`src/design/ews_pkg.sv`:
```
package ews_pkg;

   localparam int LETTER_W = 5;
   localparam int WEIGHT_W = 16;
   localparam int CELL_W   = 24;

   localparam logic [1:0] OP_WRITE_WEIGHT = 2'd0;
   localparam logic [1:0] OP_APPEND_CAND  = 2'd1;
   localparam logic [1:0] OP_APPEND_TYPED = 2'd2;
   localparam logic [1:0] OP_SCORE        = 2'd3;

   localparam logic [2:0] TBL_DELETE      = 3'd0;
   localparam logic [2:0] TBL_INSERT      = 3'd1;
   localparam logic [2:0] TBL_SUBSTITUTE  = 3'd2;
   localparam logic [2:0] TBL_LEAD_DELETE = 3'd3;
   localparam logic [2:0] TBL_LEAD_INSERT = 3'd4;

   localparam logic signed [WEIGHT_W-1:0] WEIGHT_ZERO = 16'sh8000;
   localparam logic signed [CELL_W-1:0]   CELL_MIN    = 24'sh800000;
   localparam logic signed [CELL_W-1:0]   CELL_MAX    = 24'sh7fffff;

   typedef struct packed {
      logic [1:0]                 opcode;
      logic [2:0]                 weight_table;
      logic [LETTER_W-1:0]        candidate_letter_index;
      logic [LETTER_W-1:0]        typed_letter_index;
      logic signed [WEIGHT_W-1:0] weight;
      logic [LETTER_W-1:0]        letter;
   } req_type;

   typedef struct packed {
      logic signed [CELL_W-1:0] score;
      logic                     overflow;
   } rsp_type;

   typedef struct packed {
      logic                       en;
      logic [2:0]                 table_sel;
      logic [LETTER_W-1:0]        ci;
      logic [LETTER_W-1:0]        ti;
      logic signed [WEIGHT_W-1:0] weight;
   } wt_wr_type;

   typedef struct packed {
      logic                en;
      logic                typed;
      logic [LETTER_W-1:0] letter;
   } append_type;

   typedef struct packed {
      logic signed [WEIGHT_W-1:0] del;
      logic signed [WEIGHT_W-1:0] ins;
      logic signed [WEIGHT_W-1:0] sub;
      logic signed [WEIGHT_W-1:0] lead_del;
      logic signed [WEIGHT_W-1:0] lead_ins;
   } wt_rd_type;

   function automatic logic signed [CELL_W-1:0] sat_add(
      input logic signed [CELL_W-1:0]   acc,
      input logic signed [WEIGHT_W-1:0] w
   );
      logic signed [CELL_W:0] s;
      s = $signed({acc[CELL_W-1], acc}) +
          $signed({{(CELL_W+1-WEIGHT_W){w[WEIGHT_W-1]}}, w});
      if (acc == CELL_MIN || w == WEIGHT_ZERO) begin
         return CELL_MIN;
      end else if (s <= $signed({CELL_MIN[CELL_W-1], CELL_MIN})) begin
         return CELL_MIN;
      end else if (s > $signed({1'b0, CELL_MAX})) begin
         return CELL_MAX;
      end
      return s[CELL_W-1:0];
   endfunction

endpackage

```
`src/design/ews_row_store.sv`:
```
module ews_row_store import ews_pkg::*; #(
   parameter int MAX_LEN = 32
) (
   input  logic                               clock,
   input  logic                               wr_en,
   input  logic [$clog2(MAX_LEN+1)-1:0]       wr_addr,
   input  logic signed [CELL_W-1:0]           wr_data,
   input  logic [$clog2(MAX_LEN+1)-1:0]       rd_addr,
   output logic signed [CELL_W-1:0]           rd_q
);
   logic signed [CELL_W-1:0] row_mem [MAX_LEN+1];

   always_ff @(posedge clock) begin
      if (wr_en) begin
         row_mem[wr_addr] <= wr_data;
      end
      rd_q <= row_mem[rd_addr];
   end
endmodule

```
`config.mk`:
```
export PLATFORM = sky130hd
export DESIGN_NAME = ews_row_store
export DESIGN_NICKNAME = d
export VERILOG_FILES = /design/src/design/ews_pkg.sv /design/src/design/ews_row_store.sv
export SDC_FILE = /design/constraint.sdc
export NUM_CORES = 1
export LEC_CHECK = 0
export ABC_CLOCK_PERIOD_IN_PS = 5800
export BUFFER_PORTS_ARGS = -buffer_cell sky130_fd_sc_hd__buf_2
export CORE_MARGIN = 8
export CORE_UTILIZATION = 52
export DETAILED_ROUTE_END_ITERATION = 12
export GPL_TIMING_DRIVEN = 0
export PLACE_DENSITY_LB_ADDON = 0.08
export SETUP_SLACK_MARGIN = 0.15
export SKIP_LAST_GASP = 1
export SLEW_MARGIN = 20
export SYNTH_ARGS = -nofsm -noshare
export SYNTH_HDL_FRONTEND = slang
export SYNTH_SLANG_ARGS = --single-unit
```
`constraint.sdc`:
```
create_clock -name clock -period 5.8 [get_ports clock]
set_clock_uncertainty 0.1 [all_clocks]
set_input_delay 1.74 -clock clock [delete_from_list [all_inputs] [get_ports clock]]
set_output_delay 1.74 -clock clock [all_outputs]
set_load 0.005 [all_outputs]
```
# Yosys cells after proc, flatten, opt, wreduce, memory -nomap -nowiden
# Memories as Yosys holds them, arrays and structs flattened. A register that Yosys moved wholly into a read port is not among the register bits.
# Index checks and enable logic that the tools add are counted.
# W data, S select, Z words.
op_classes:
  bitwise: 0
  order_cmp: 0
  n_reduce_logical: 0
  shift: 0
  div: 0
  multipliers: 0
  mux: 2
  n_addsub: 0
  n_eq_ne: 0
op_table:
  columns: ["operator", "count"]
  rows:
  - ["$mux W1", 2]
totals:
  mem_bits_ro: 0
  latchBits: 0
  mem_bits_rw: 792
  mem_count: 1
  reg_bits: 0
  elab_cells: 3
  input_bits: 38
mem_list:
  columns: ["name", "words", "word_bits", "rd", "rd_clocked_by_memory_dff", "write_ports", "line", "rtl"]
  rows:
  - ["row_mem", 33, 24, 1, 1, 1, "ews_row_store.sv:11", "logic signed [CELL_W-1:0] row_mem [MAX_LEN+1];"]

# Logic depth before layout (Yosys ltp)
depth:
  ltp_word: 2
  mapped_depth: 8
  mapped_depth_nobuf: 5

# Worst setup path after synthesis
# Ideal clock, no wire load.
synth_path:
  kind: "input port to flip-flop"
  from: "in wr_addr[2]"
  to: "mem row_mem[25][0], enable pin"
  setup_time_ps: 405
  arrival_ps: 3299
  t_required_ps: 5295
  stages: 2
  slack_ps: 1997
  path_cell_list: "or3b_2 > nor2_1"
synth_lines:
  columns: ["element", "line", "rtl"]
  rows:
  - ["from (decl)", "ews_row_store.sv:6", "input logic [$clog2(MAX_LEN+1)-1:0] wr_addr,"]
  - ["to (decl)", "ews_row_store.sv:11", null]
# No word-level cell before the write port.

==> flow_summary.json <==
{
  "status": "completed",
  "hold_buffers": 0,
  "dr.first_iter.drc_count": 2140,
  "cp-start-kind": "input pin",
  "p_switching_uw": 2663,
  "avgSynthCellArea_um2": 18.84,
  "pwr-share-comb": 0.055,
  "grt_max_degree": 34,
  "path_cells": "buf_2 -> nor2_1 -> clkbuf_1 -> buf_1 -> a22oi_1 -> a21oi_1 -> o41ai_2",
  "worst_slack_ns": 1.374,
  "die_height_um": 262.1,
  "endpoint_kind": "flop",
  "power_frac_seq": 0.518,
  "postLayoutCoreUtil": 0.6087,
  "vias_per_cell": 6.210,
  "place_ws_ns": 0.9246,
  "cts-buffers-inserted": 83,
  "tns_ns": 0,
  "path_max_fanout": 10,
  "crit_family": "buffers and inverters",
  "portBuffers": 59,
  "postCtsSetupRepairBufs": 0,
  "setup_viol": 0,
  "clk_path_buf_depth": 3,
  "dieArea_mm2": 0.06871,
  "dpl.cell_count": 2545,
  "max_stage_delay_ns": 0.86,
  "rsz0062_at_grt": "false",
  "ctsResizeCount": 0,
  "dp_hpwl_mm": 55.20,
  "slew_headroom": 0.2826,
  "period_share": 0.7631,
  "worst_slew_pin_slew_ns": 1.076,
  "yosysSeqAreaShare": 0.7703,
  "clkPwrFrac": 0.427,
  "drc": 0,
  "slew_viol_final": 0,
  "place_area_mm2": 0.03384,
  "synth_cell_types": 27,
  "cts_max_level": 3,
  "num_io_pins": 62,
  "fp.dieW_um": 262.1,
  "fmax_mhz": 225.9,
  "hold_path_class": "reg -> reg",
  "p_leak_uw": 0.01264,
  "syn_to_final_growth_pct": 16.21,
  "wirelength_mm": 85.11,
  "ant_nets": 0,
  "finalHoldViolations": 0,
  "ir_worst_vdd_uv": 247.6,
  "power.internal_uw": 9952,
  "grt_overflow": 0,
  "synth-seq-cells": 816,
  "worst-path-buf-inv": 3,
  "synth_area_mm2": 0.03150,
  "crit_slowest_cell": "clkbuf_1",
  "vias": 16750,
  "wl_per_cell_um": 31.56,
  "final_area_mm2": 0.03661,
  "root_buffer": "clkbuf_16",
  "required_ns": 6.13,
  "core_mm2": 0.06013,
  "drive_gt1_frac": 0.1669,
  "fin_crit_ns": 4.426,
  "maxCapViolCount": 0,
  "fill_cells": 4359,
  "antenna_found_initial": 7,
  "worstSkewPairLatency_ns": 0.63,
  "grt_util_all_layers": 0.2483,
  "row_count": 90,
  "clock_sinks": 816,
  "power_density_mw_per_mm2": 344.6,
  "finalNonFillerCells": 2697,
  "syn_inst": 1672,
  "cts_tree": "built",
  "p_sw_frac": 0.2111,
  "nets": 1886,
  "dr.pass1.iters": 5,
  "grt_pass1_vias": 16580,
  "start_util": 0.5238,
  "yosysWarnings": 0,
  "clk_pin_slew_ns": 0.06,
  "path_class": "in -> reg",
  "syn_nets": 1710,
  "cp.arrival_ns": 4.76,
  "grt_pass1_wl_mm": 119.9,
  "gp_congestion": 0.8993
}
==> path summary, 6_finish.rpt <==
check	startpoint	endpoint	slack, ns	cells past startpoint
max	rd_addr[1]	rd_q[8]	1.37	7
min	row_mem[32][15]	rd_q[15]	0.35	2
max reg2reg	row_mem[12][2]	rd_q[2]	3.36	5
min reg2reg	row_mem[32][15]	rd_q[15]	0.35	2
==> layout make-up <==
| type | count | area [µm²] | share of cell area |
|---|---|---|---|
| diodes | 4 | 10.01 | 0.0002734 |
| plain buffers | 102 | 685.7 | 0.01873 |
| clock buffers | 117 | 2422 | 0.06617 |
| clock inverters | 31 | 330.3 | 0.009024 |
| multi-input cells | 754 | 6799 | 0.1857 |
| flip-flops and latches | 816 | 24260 | 0.6628 |
| well taps | 782 | 978.4 | 0.02673 |
| repair buffers | 91 | 1116 | 0.03049 |
==> Yosys cell counts <==
library cell	n	area (µm²)
a21oi_1	48	240.2
a221oi_1	47	411.6
a221oi_2	1	15.01
a22o_1	48	420.4
a22oi_1	96	720.7
and2_1	1	6.260
buf_1	10	37.54
buf_12	10	200.2
buf_2	4	20.02
buf_4	27	202.7
buf_6	3	33.78
buf_8	1	15.01
clkbuf_1	47	176.4
dfxtp_1	24	480.5
edfxtp_1	792	23780
mux2i_1	384	3844
nand2_1	28	105.1
nand2b_1	2	12.51
nand3_1	3	15.01
nand3b_1	4	30.03
nor2_1	36	135.1
nor2b_1	4	25.02
o22ai_1	24	150.1
o41ai_2	24	390.4
or2_2	1	6.260
or3_1	1	6.260
or3b_2	2	17.52
==> worst register-to-register path, stage by stage (launching register included) <==
cell	delay [ns]
edfxtp_1	0.33
mux2i_1	0.07
a22o_1	0.24
a221oi_1	0.62
o22ai_1	0.43
o41ai_2	0.52
==> kinds of logic after synthesis <==
logic type             Yosys count  synth area share
AOI/OAI and AO/OA              288           0.07455
DFF                            816            0.7703
buffers and inverters          102           0.02177
and+or+nand+nor                 82           0.01140
muxes                          384            0.1220
==> layout by cell type, fill, tap and decap left out, types with 3 or more instances in the layout <==
| cell | Yosys | routed |
|---|---|---|
| edfxtp_1 | 792 | 792 |
| mux2i_1 | 384 | 384 |
| a22oi_1 | 96 | 96 |
| clkbuf_16 | 0 | 89 |
| clkbuf_1 | 47 | 66 |
| buf_2 | 4 | 63 |
| a22o_1 | 48 | 48 |
| a21oi_1 | 48 | 48 |
| a221oi_1 | 47 | 47 |
| nor2_4 | 0 | 33 |
| nand2_1 | 28 | 28 |
| buf_4 | 27 | 27 |
| o22ai_1 | 24 | 24 |
| o41ai_2 | 24 | 24 |
| buf_16 | 0 | 24 |
| dfxtp_1 | 24 | 24 |
| buf_12 | 10 | 18 |
| clkinv_2 | 0 | 14 |
| buf_1 | 10 | 10 |
| clkbuf_8 | 0 | 9 |
| clkinv_1 | 0 | 7 |
| bufinv_16 | 0 | 7 |
| diode_2 | 0 | 4 |
| nor2b_1 | 4 | 4 |
| nand3b_1 | 4 | 4 |
| nor2_1 | 36 | 3 |
| buf_6 | 3 | 3 |
| nand3_1 | 3 | 3 |
==> stage by stage <==
step / total power [µW] / hold WS [ns]
2_1_floorplan: 7006 / 0.3184
3_3_place_gp: 7320 / 0.3386
3_5_place_dp: 7349 / 0.3396
4_1_cts: 12680 / 0.3586
5_1_grt: 12940 / 0.3710
6_report: 12620 / 0.3533
==> power groups by stage <==
stage                     combinational [µW]  sequential [µW]  clock, µW
final                                    697             6530       5390
after global routing                     730             6530       5670
after CTS                                694             6530       5450
after detailed placement                 692             6660          0
after global placement                   664             6660          0
after floorplan                          349             6660          0
==> sequential cells by signal, indices dropped and copies added (netlist names) <==
signal	flops
row_mem	792
rd_q	24
==> per-layer routing <==
layer	vias to the layer above	wire length, µm	global-route usage
li1	7197	-	-
met1	8645	36030	0.3584
met2	781	38820	0.3779
met3	125	7584	0.04617
met4	0	2678	0.08927
met5	-	0	0
No activity file was read; power rests on OpenSTA's default activity.
