$ cat config.mk
export PLATFORM = sky130hd
export DESIGN_NAME = ews_word_store
export DESIGN_NICKNAME = d
export VERILOG_FILES = /design/src/design/ews_pkg.sv /design/src/design/ews_word_store.sv
export SDC_FILE = /design/constraint.sdc
export NUM_CORES = 1
export LEC_CHECK = 0
export ABC_CLOCK_PERIOD_IN_PS = 3500
export BUFFER_PORTS_ARGS = -buffer_cell sky130_fd_sc_hd__buf_2
export CORE_MARGIN = 2
export CORE_UTILIZATION = 45
export CTS_CLUSTER_SIZE = 20
export DETAILED_ROUTE_END_ITERATION = 12
export GPL_TIMING_DRIVEN = 0
export PLACE_DENSITY = 0.73
export RECOVER_POWER = 50
export SYNTH_ARGS = -nofsm -noshare
export SYNTH_HDL_FRONTEND = slang
export SYNTH_SLANG_ARGS = --single-unit
$ cat constraint.sdc
create_clock -name clock -period 3.5 [get_ports clock]
set_input_delay 0.525 -clock clock [delete_from_list [all_inputs] [get_ports clock]]
set_output_delay 0.525 -clock clock [all_outputs]
set_load 0.05 [all_outputs]
$ cat src/design/ews_pkg.sv
package ews_pkg;

   localparam int LETTER_W = 5;
   localparam int WEIGHT_W = 16;
   localparam int CELL_W   = 24;

   localparam logic [1:0] OP_WRITE_WEIGHT = 2'd0;
   localparam logic [1:0] OP_APPEND_CAND  = 2'd1;
   localparam logic [1:0] OP_APPEND_TYPED = 2'd2;
   localparam logic [1:0] OP_SCORE        = 2'd3;

   localparam logic [2:0] TBL_DELETE      = 3'd0;
   localparam logic [2:0] TBL_INSERT      = 3'd1;
   localparam logic [2:0] TBL_SUBSTITUTE  = 3'd2;
   localparam logic [2:0] TBL_LEAD_DELETE = 3'd3;
   localparam logic [2:0] TBL_LEAD_INSERT = 3'd4;

   localparam logic signed [WEIGHT_W-1:0] WEIGHT_ZERO = 16'sh8000;
   localparam logic signed [CELL_W-1:0]   CELL_MIN    = 24'sh800000;
   localparam logic signed [CELL_W-1:0]   CELL_MAX    = 24'sh7fffff;

   typedef struct packed {
      logic [1:0]                 opcode;
      logic [2:0]                 weight_table;
      logic [LETTER_W-1:0]        candidate_letter_index;
      logic [LETTER_W-1:0]        typed_letter_index;
      logic signed [WEIGHT_W-1:0] weight;
      logic [LETTER_W-1:0]        letter;
   } req_type;

   typedef struct packed {
      logic signed [CELL_W-1:0] score;
      logic                     overflow;
   } rsp_type;

   typedef struct packed {
      logic                       en;
      logic [2:0]                 table_sel;
      logic [LETTER_W-1:0]        ci;
      logic [LETTER_W-1:0]        ti;
      logic signed [WEIGHT_W-1:0] weight;
   } wt_wr_type;

   typedef struct packed {
      logic                en;
      logic                typed;
      logic [LETTER_W-1:0] letter;
   } append_type;

   typedef struct packed {
      logic signed [WEIGHT_W-1:0] del;
      logic signed [WEIGHT_W-1:0] ins;
      logic signed [WEIGHT_W-1:0] sub;
      logic signed [WEIGHT_W-1:0] lead_del;
      logic signed [WEIGHT_W-1:0] lead_ins;
   } wt_rd_type;

   function automatic logic signed [CELL_W-1:0] sat_add(
      input logic signed [CELL_W-1:0]   acc,
      input logic signed [WEIGHT_W-1:0] w
   );
      logic signed [CELL_W:0] s;
      s = $signed({acc[CELL_W-1], acc}) +
          $signed({{(CELL_W+1-WEIGHT_W){w[WEIGHT_W-1]}}, w});
      if (acc == CELL_MIN || w == WEIGHT_ZERO) begin
         return CELL_MIN;
      end else if (s <= $signed({CELL_MIN[CELL_W-1], CELL_MIN})) begin
         return CELL_MIN;
      end else if (s > $signed({1'b0, CELL_MAX})) begin
         return CELL_MAX;
      end
      return s[CELL_W-1:0];
   endfunction

endpackage

$ cat src/design/ews_word_store.sv
module ews_word_store import ews_pkg::*; #(
   parameter int MAX_LEN  = 32,
   parameter int ALPHABET = 26
) (
   input  logic                             clock,
   input  logic                             reset,
   input  append_type                       app,
   input  logic                             clear,
   input  logic [$clog2(MAX_LEN)-1:0]       cand_addr,
   input  logic [$clog2(MAX_LEN)-1:0]       typed_addr,
   output logic [LETTER_W-1:0]              cand_q,
   output logic [LETTER_W-1:0]              typed_q,
   output logic [$clog2(MAX_LEN+1)-1:0]     cand_len,
   output logic [$clog2(MAX_LEN+1)-1:0]     typed_len,
   output logic                             overflow
);
   localparam int AW = $clog2(MAX_LEN);
   localparam int LW = $clog2(MAX_LEN+1);

   logic [LETTER_W-1:0] cand_mem  [MAX_LEN];
   logic [LETTER_W-1:0] typed_mem [MAX_LEN];

   logic [LW-1:0] cand_len_ff, cand_len_in;
   logic [LW-1:0] typed_len_ff, typed_len_in;
   logic          overflow_ff, overflow_in;
   logic          letter_ok;
   logic [LW-1:0] sel_len;
   logic          full;

   assign letter_ok = int'(app.letter) < ALPHABET;
   assign sel_len   = app.typed ? typed_len_ff : cand_len_ff;
   assign full      = sel_len >= LW'(MAX_LEN);

   always_comb begin
      cand_len_in  = cand_len_ff;
      typed_len_in = typed_len_ff;
      overflow_in  = overflow_ff;
      if (clear) begin
         cand_len_in  = '0;
         typed_len_in = '0;
         overflow_in  = 1'b0;
      end else if (app.en && letter_ok) begin
         if (full) begin
            overflow_in = 1'b1;
         end else if (app.typed) begin
            typed_len_in = typed_len_ff + 1'b1;
         end else begin
            cand_len_in = cand_len_ff + 1'b1;
         end
      end
   end

   always_ff @(posedge clock) begin
      if (reset) begin
         cand_len_ff  <= '0;
         typed_len_ff <= '0;
         overflow_ff  <= 1'b0;
      end else begin
         cand_len_ff  <= cand_len_in;
         typed_len_ff <= typed_len_in;
         overflow_ff  <= overflow_in;
      end
   end

   always_ff @(posedge clock) begin
      if (app.en && letter_ok && !full) begin
         if (app.typed) begin
            typed_mem[sel_len[AW-1:0]] <= app.letter;
         end else begin
            cand_mem[sel_len[AW-1:0]] <= app.letter;
         end
      end
      cand_q  <= cand_mem[cand_addr];
      typed_q <= typed_mem[typed_addr];
   end

   assign cand_len  = cand_len_ff;
   assign typed_len = typed_len_ff;
   assign overflow  = overflow_ff;
endmodule

## Word level (Yosys, flattened, before mapping)

Memories as Yosys holds them, arrays and structs flattened. A register that Yosys moved wholly into a read port is not among the register bits.
Index checks and enable logic that the tools add are counted.

| word-level totals | value |
|---|---|
| register bits | 13 |
| bits in latches | 0 |
| memory bits (writable) | 320 |
| bits in read-only memories | 0 |
| output and inout port bits | 23 |
| memories kept | 2 |

Memory list:

| name | words | bits a word | rd ports | clocked after memory_dff | wr ports | RTL line | source |
|---|---|---|---|---|---|---|---|
| cand_mem | 32 | 5 | 1 | 1 | 1 | ews_word_store.sv:20 | `logic [LETTER_W-1:0] cand_mem [MAX_LEN];` |
| typed_mem | 32 | 5 | 1 | 1 | 1 | ews_word_store.sv:21 | `logic [LETTER_W-1:0] typed_mem [MAX_LEN];` |

| operators by class | value |
|---|---|
| $add $sub $neg | 2 |
| multipliers | 0 |
| div/mod/pow operators | 0 |
| order comparisons | 2 |
| equality and inequality tests | 0 |
| shift operators | 0 |
| muxes and demuxes | 7 |
| bitwise gates (word level) | 2 |
| reductions and logical operators | 7 |

Operators by type and width:

| cell | number |
|---|---|
| adder 6 x 1 -> 6 bit (second input constant) | 2 |
| >= comparator 6 bit (second input constant) | 1 |
| 2-to-1 mux 1 bit | 6 |
| 2-to-1 mux 6 bit | 1 |
| AND reduction 3 bit | 2 |
| less-than comparator 5 bit (second input constant) | 1 |
| logical AND 1 bit | 2 |
| NOT 1 bit | 2 |
| AND reduction 2 bit | 1 |
| OR reduction 2 bit | 1 |
| logical NOT 1 bit | 1 |

## Depth between registers and ports, before layout

| logic depth | value |
|---|---|
| word-level depth | 6 |
| mapped depth | 5 |

## Worst setup path before layout

Ideal clock, no wire load.

| timing path | value |
|---|---|
| path kind | input-to-reg |
| start point | input port app[1] (netlist name) |
| end point | memory cand_mem[5][0] (enable) |
| library setup time | 0.340 ns |
| arrival time | 2.056 ns |
| data required time | 3.160 ns |
| path slack | 1.105 ns |
| stages | 5 |
| path buffers | 1 |
| cell sequence | o211ai_1 nand3_1 or3b_2 clkbuf_1 nor2_1 |

| between the ends | value |
|---|---|
| longest elaborated chain between the ends | 5 |

Ends and longest elaborated chain:

| what | RTL line | source |
|---|---|---|
| start, declared | ews_word_store.sv:7 | `input append_type app,` |
| less-than comparator 5 bit | ews_word_store.sv:30 | `assign letter_ok = int'(app.letter) < ALPHABET;` |
| logical AND 1 bit (2 in a row) | ews_word_store.sv:66 | `if (app.en && letter_ok && !full) begin` |
| 2-to-1 mux 1 bit | ews_word_store.sv:66 |  |
| 2-to-1 mux 1 bit (implied by the code) | ews_word_store.sv:70 | `cand_mem[sel_len[AW-1:0]] <= app.letter;` |
| end, declared | ews_word_store.sv:20 |  |

No other way between the ends.

## Final worst setup path

| timing path | value |
|---|---|
| start point | input port app[1] (netlist name) |
| end point | memory typed_mem[2][3] (enable) |

| between the ends | value |
|---|---|
| longest elaborated chain between the ends | 5 |

Ends and longest elaborated chain:

| what | RTL line | source |
|---|---|---|
| less-than comparator 5 bit | ews_word_store.sv:30 |  |
| logical AND 1 bit (2 in a row) | ews_word_store.sv:66 |  |
| 2-to-1 mux 1 bit | ews_word_store.sv:66 |  |
| 2-to-1 mux 1 bit (implied by the code) | ews_word_store.sv:68 | `typed_mem[sel_len[AW-1:0]] <= app.letter;` |
| end, declared | ews_word_store.sv:21 |  |

No other way between the ends.

==> results.md <==
- The number of hold violations in the final report came to 0.
- The number of diodes is 0.
- Counting the fill cells in the layout gives 2196.
- The die covers 30960 µm².
- The pin count of the biggest net entering global routing is 66.
- For this block, the initial DRC count from the detailed router was 602.
- The synthesized netlist net count is 647.
- The count of port buffers added during placement is 34.
- The tree is rooted in a clkbuf_16.
- The number of max-cap violations is 1.
- Setup repair after global routing left no endpoint under its margin.
- CTS built an H-tree with a depth of 1.
- The count of buffers added by post-CTS timing repair for setup is 0.
- After detailed routing, the number of remaining DRC violations is 0.
- Clock latency on the worst-skew pair, taken at its later pin, is 0.55 ns.
- The smallest hold slack is 0.2449 ns.
- The net count of the finished layout is 713.
- The endpoint kind of the worst setup timing path is a register.
- In this run the static leakage power is 4.562 nW.
- Of the post-synthesis cell area, the dominant cell type holds 0.7223.
- In the finished design, the share of the clock period the worst path needs comes to 0.9118.
- On the critical path, the stage with the largest delay is an instance of o211ai_1.
- The maximum VDD drop is 0.4134 mV.
- In this run, synthesis inferred 320 flip-flops with an integrated enable.
- The path category of the worst min-delay check is in -> reg.
- The post-synthesis sequential area ratio is 0.7569.
- Registers take 10070 µm².
- In this run the worst setup path begins at app[1].
- The number of global-route vias before repair is 6495.
- Once layout is complete, the utilization of the core stands at 0.5150.
- Setup total negative slack on the finished layout was measured at 0 ns.
- Once detail routing completed, the nets flagged for antenna violations numbered 0.
- The total count of max-transition violations in the final report came to 65.
- STA classifies the critical path startpoint as an input port.
- The flow ran to the end, but the final reports show violations.
- The cell family contributing the most delay on the critical path is simple AND/OR/NAND/NOR gates.
- Global routing finished with a remaining overflow of 0.
- The minimum period implied by the final worst setup slack is 3.191 ns.
- Buffers inserted to repair hold after CTS numbered 0.
- The checks that failed: capacitance limit, slew limit.
- TritonCTS built the clock tree.
- The worst register-to-register path begins at typed_len[5].
- Setup violations remaining at the end of the flow were counted as 0.
- The footprint of the multi-input gates is 3067 µm².
- The slew at the pin closest to its max-slew limit is 2.886 ns.
- The via density per instance is 5.729.
- The library cells used most frequently in the layout, excluding fill and tap cells, are edfxtp_1 (320), mux4_2 (100), nor2_1 (75).
- Yosys printed 0 warnings.
- The maximum single-stage delay on the critical path is 0.69 ns.
- After synthesis, the cell types taking the most area are edfxtp_1 (72%), mux4_2 (17%), dfxtp_1 (3.5%), nor2_1 (2.1%), mux2_2 (1.0%).
- The share of synthesized flip-flops with an asynchronous set or reset is 0.
- The average cell area after synthesis is 21.29 µm².
- The top-level port count is 43.
- The floorplan has 62 rows.
- The longest clock path from root to sink contains 3 buffers.
- The clock-pin slew of the registers on the worst-case setup and hold paths is 0.06 ns.
- The power consumption is 8.213 mW.
- The clock sink count is 343.
- The initial antenna violation count is 0.
- Leaving out fill and tap cells, the most frequent cell in the layout is edfxtp_1.
- Clock tree synthesis inserted a total of 30 buffers.
- For the worst setup path, the data arrival time is 3.37 ns.
- The distinct cell type count of the synthesized netlist is 33.
- The total global-route track usage is 0.1684.
- The congestion estimate from routability-driven global placement came to 0.7980.
- The leading area contributor after synthesis is edfxtp_1.
- The number of gates resized after cts is 0.
- In this run the most critical hold path is launched from reset.
- In this run the standard cell core region covers 28940 µm².
- By startpoint and endpoint, the worst setup path is classified as in -> reg.
- The pre-antenna-repair detailed-routing pass consisted of 7 iterations.
- The final routed wire length divided by cell count is 23.83 µm.
- The initial utilization of the core area, before any placement, comes to 0.4598.
- The first global-routing pass estimated 39.47 mm of wire.
- In this run the tightest slew margin relative to its limit is -0.9241.
- Counting both buffers and inverters, the worst setup path holds a total of 2.
- The layout cell share with drive strength beyond 1 is 0.2563.
- The die is 175.9 µm wide.
- The maximum achievable frequency is 0.3134 GHz.
- The data required time of the worst path is 3.68 ns.
- Walking the worst path, the cells encountered are buf_2, o211ai_1, nand3_1, or3b_2, clkbuf_1, nor2_1.
- The final layout contains routed wiring with a total length of 26.07 mm.
- The die is 175.9 µm tall.
- The number of vias after detailed routing is 6267.
- Clock skew on the completed layout was measured at 0.01144 ns.
- In the synthesized netlist the dominant register cell turns out to be edfxtp_1.
- In the synthesized netlist, the number of instances is 625.
- The area growth from synthesis to layout is 12.01%.
- The flip-flop and latch count after synthesis is 343.
- The post-synthesis instance area is 13300 µm².
- The total power divided by cell area is 551.2 nW/µm².
- Summed over all nets, the half-perimeter wirelength after detailed placement is 16.88 mm.
- The top fanout value on the critical path is 65.
[sequential cells by signal, summed over array words and instances, names as in the netlist]
name / count
cand_mem: 160
typed_mem: 160
cand_len: 6
typed_len: 6
cand_q: 5
typed_q: 5
overflow: 1
[through the flow]
step | cells | setup slack (ns) | cell area (µm²)
2_1_floorplan | 625 | 1.105 | 13300
3_3_place_gp | 1043 | -0.06705 | 13950
3_5_place_dp | 1043 | -0.2188 | 13950
4_1_cts | 1094 | 0.3480 | 14930
5_1_grt | 1094 | 0.07350 | 14900
6_report | 1094 | 0.3088 | 14900
[layer usage]
layer | vias up | part of all wire | global-route usage
li1 | 2707 | - | -
met1 | 3299 | 0.45 | 0.2505
met2 | 223 | 0.48 | 0.2698
met3 | 38 | 0.053 | 0.02003
met4 | 0 | 0.021 | 0.04304
met5 | - | 0 | 0
[where the power goes]
group / internal (mW) / switching, mW / total [mW] / leakage, nW
Combinational: 0.156 / 0.260 / 0.417 / 1.02
Clock: 1.90 / 1.39 / 3.29 / 0.477
Sequential: 4.50 / 0.00726 / 4.51 / 3.07
Total: 6.56 / 1.65 / 8.21 / 4.56
[cell families after synthesis]
logic type / synth area share
multiplexers: 0.1817
AND/OR/NAND/NOR: 0.03677
XOR/XNOR: 0.002634
flip-flops: 0.7569
AO/OA/AOI/OAI: 0.007524
adder cells (fa/ha/maj): 0.001881
buffers and inverters: 0.01260
[tightest hold or removal path: stages]
cell	delay, ns
buf_2	0.08
or2_2	0.10
a21oi_1	0.04
[layout make-up]
cell class                 instances  share of cell area
inverter                           2           0.0005038
buffer                            32             0.01075
clock inverter                    16             0.01251
clock buffer                      35             0.05306
sequential                       343              0.6757
tap                              384             0.03224
multi-input combinational        248              0.2058
timing repair buffer              34            0.009404
[synthesized netlist by cell type (all sizes together), types with 2 or more instances]
cell type  instances
mux2              12
dfxtp             23
ha                 2
a21o               2
clkbuf            14
mux4             100
and2               2
o21a               2
nand3              4
mux2i              3
xnor2              2
nand3b             2
edfxtp           320
inv                2
buf               18
nor2              75
nand4              4
o21ai              4
xor2               2
or3                6
nand2             10
or3b               4
a21oi              4
[final timing paths]
check                    endpoint  depth (start not counted)  slack, ns
hold / removal        cand_len[3]                          3       0.24
setup / recovery  typed_mem[2][3]                          6       0.31
setup reg to reg  typed_mem[2][3]                          5       1.06
hold reg to reg          overflow                          2       0.51
(Power assumes the default switching activity.)
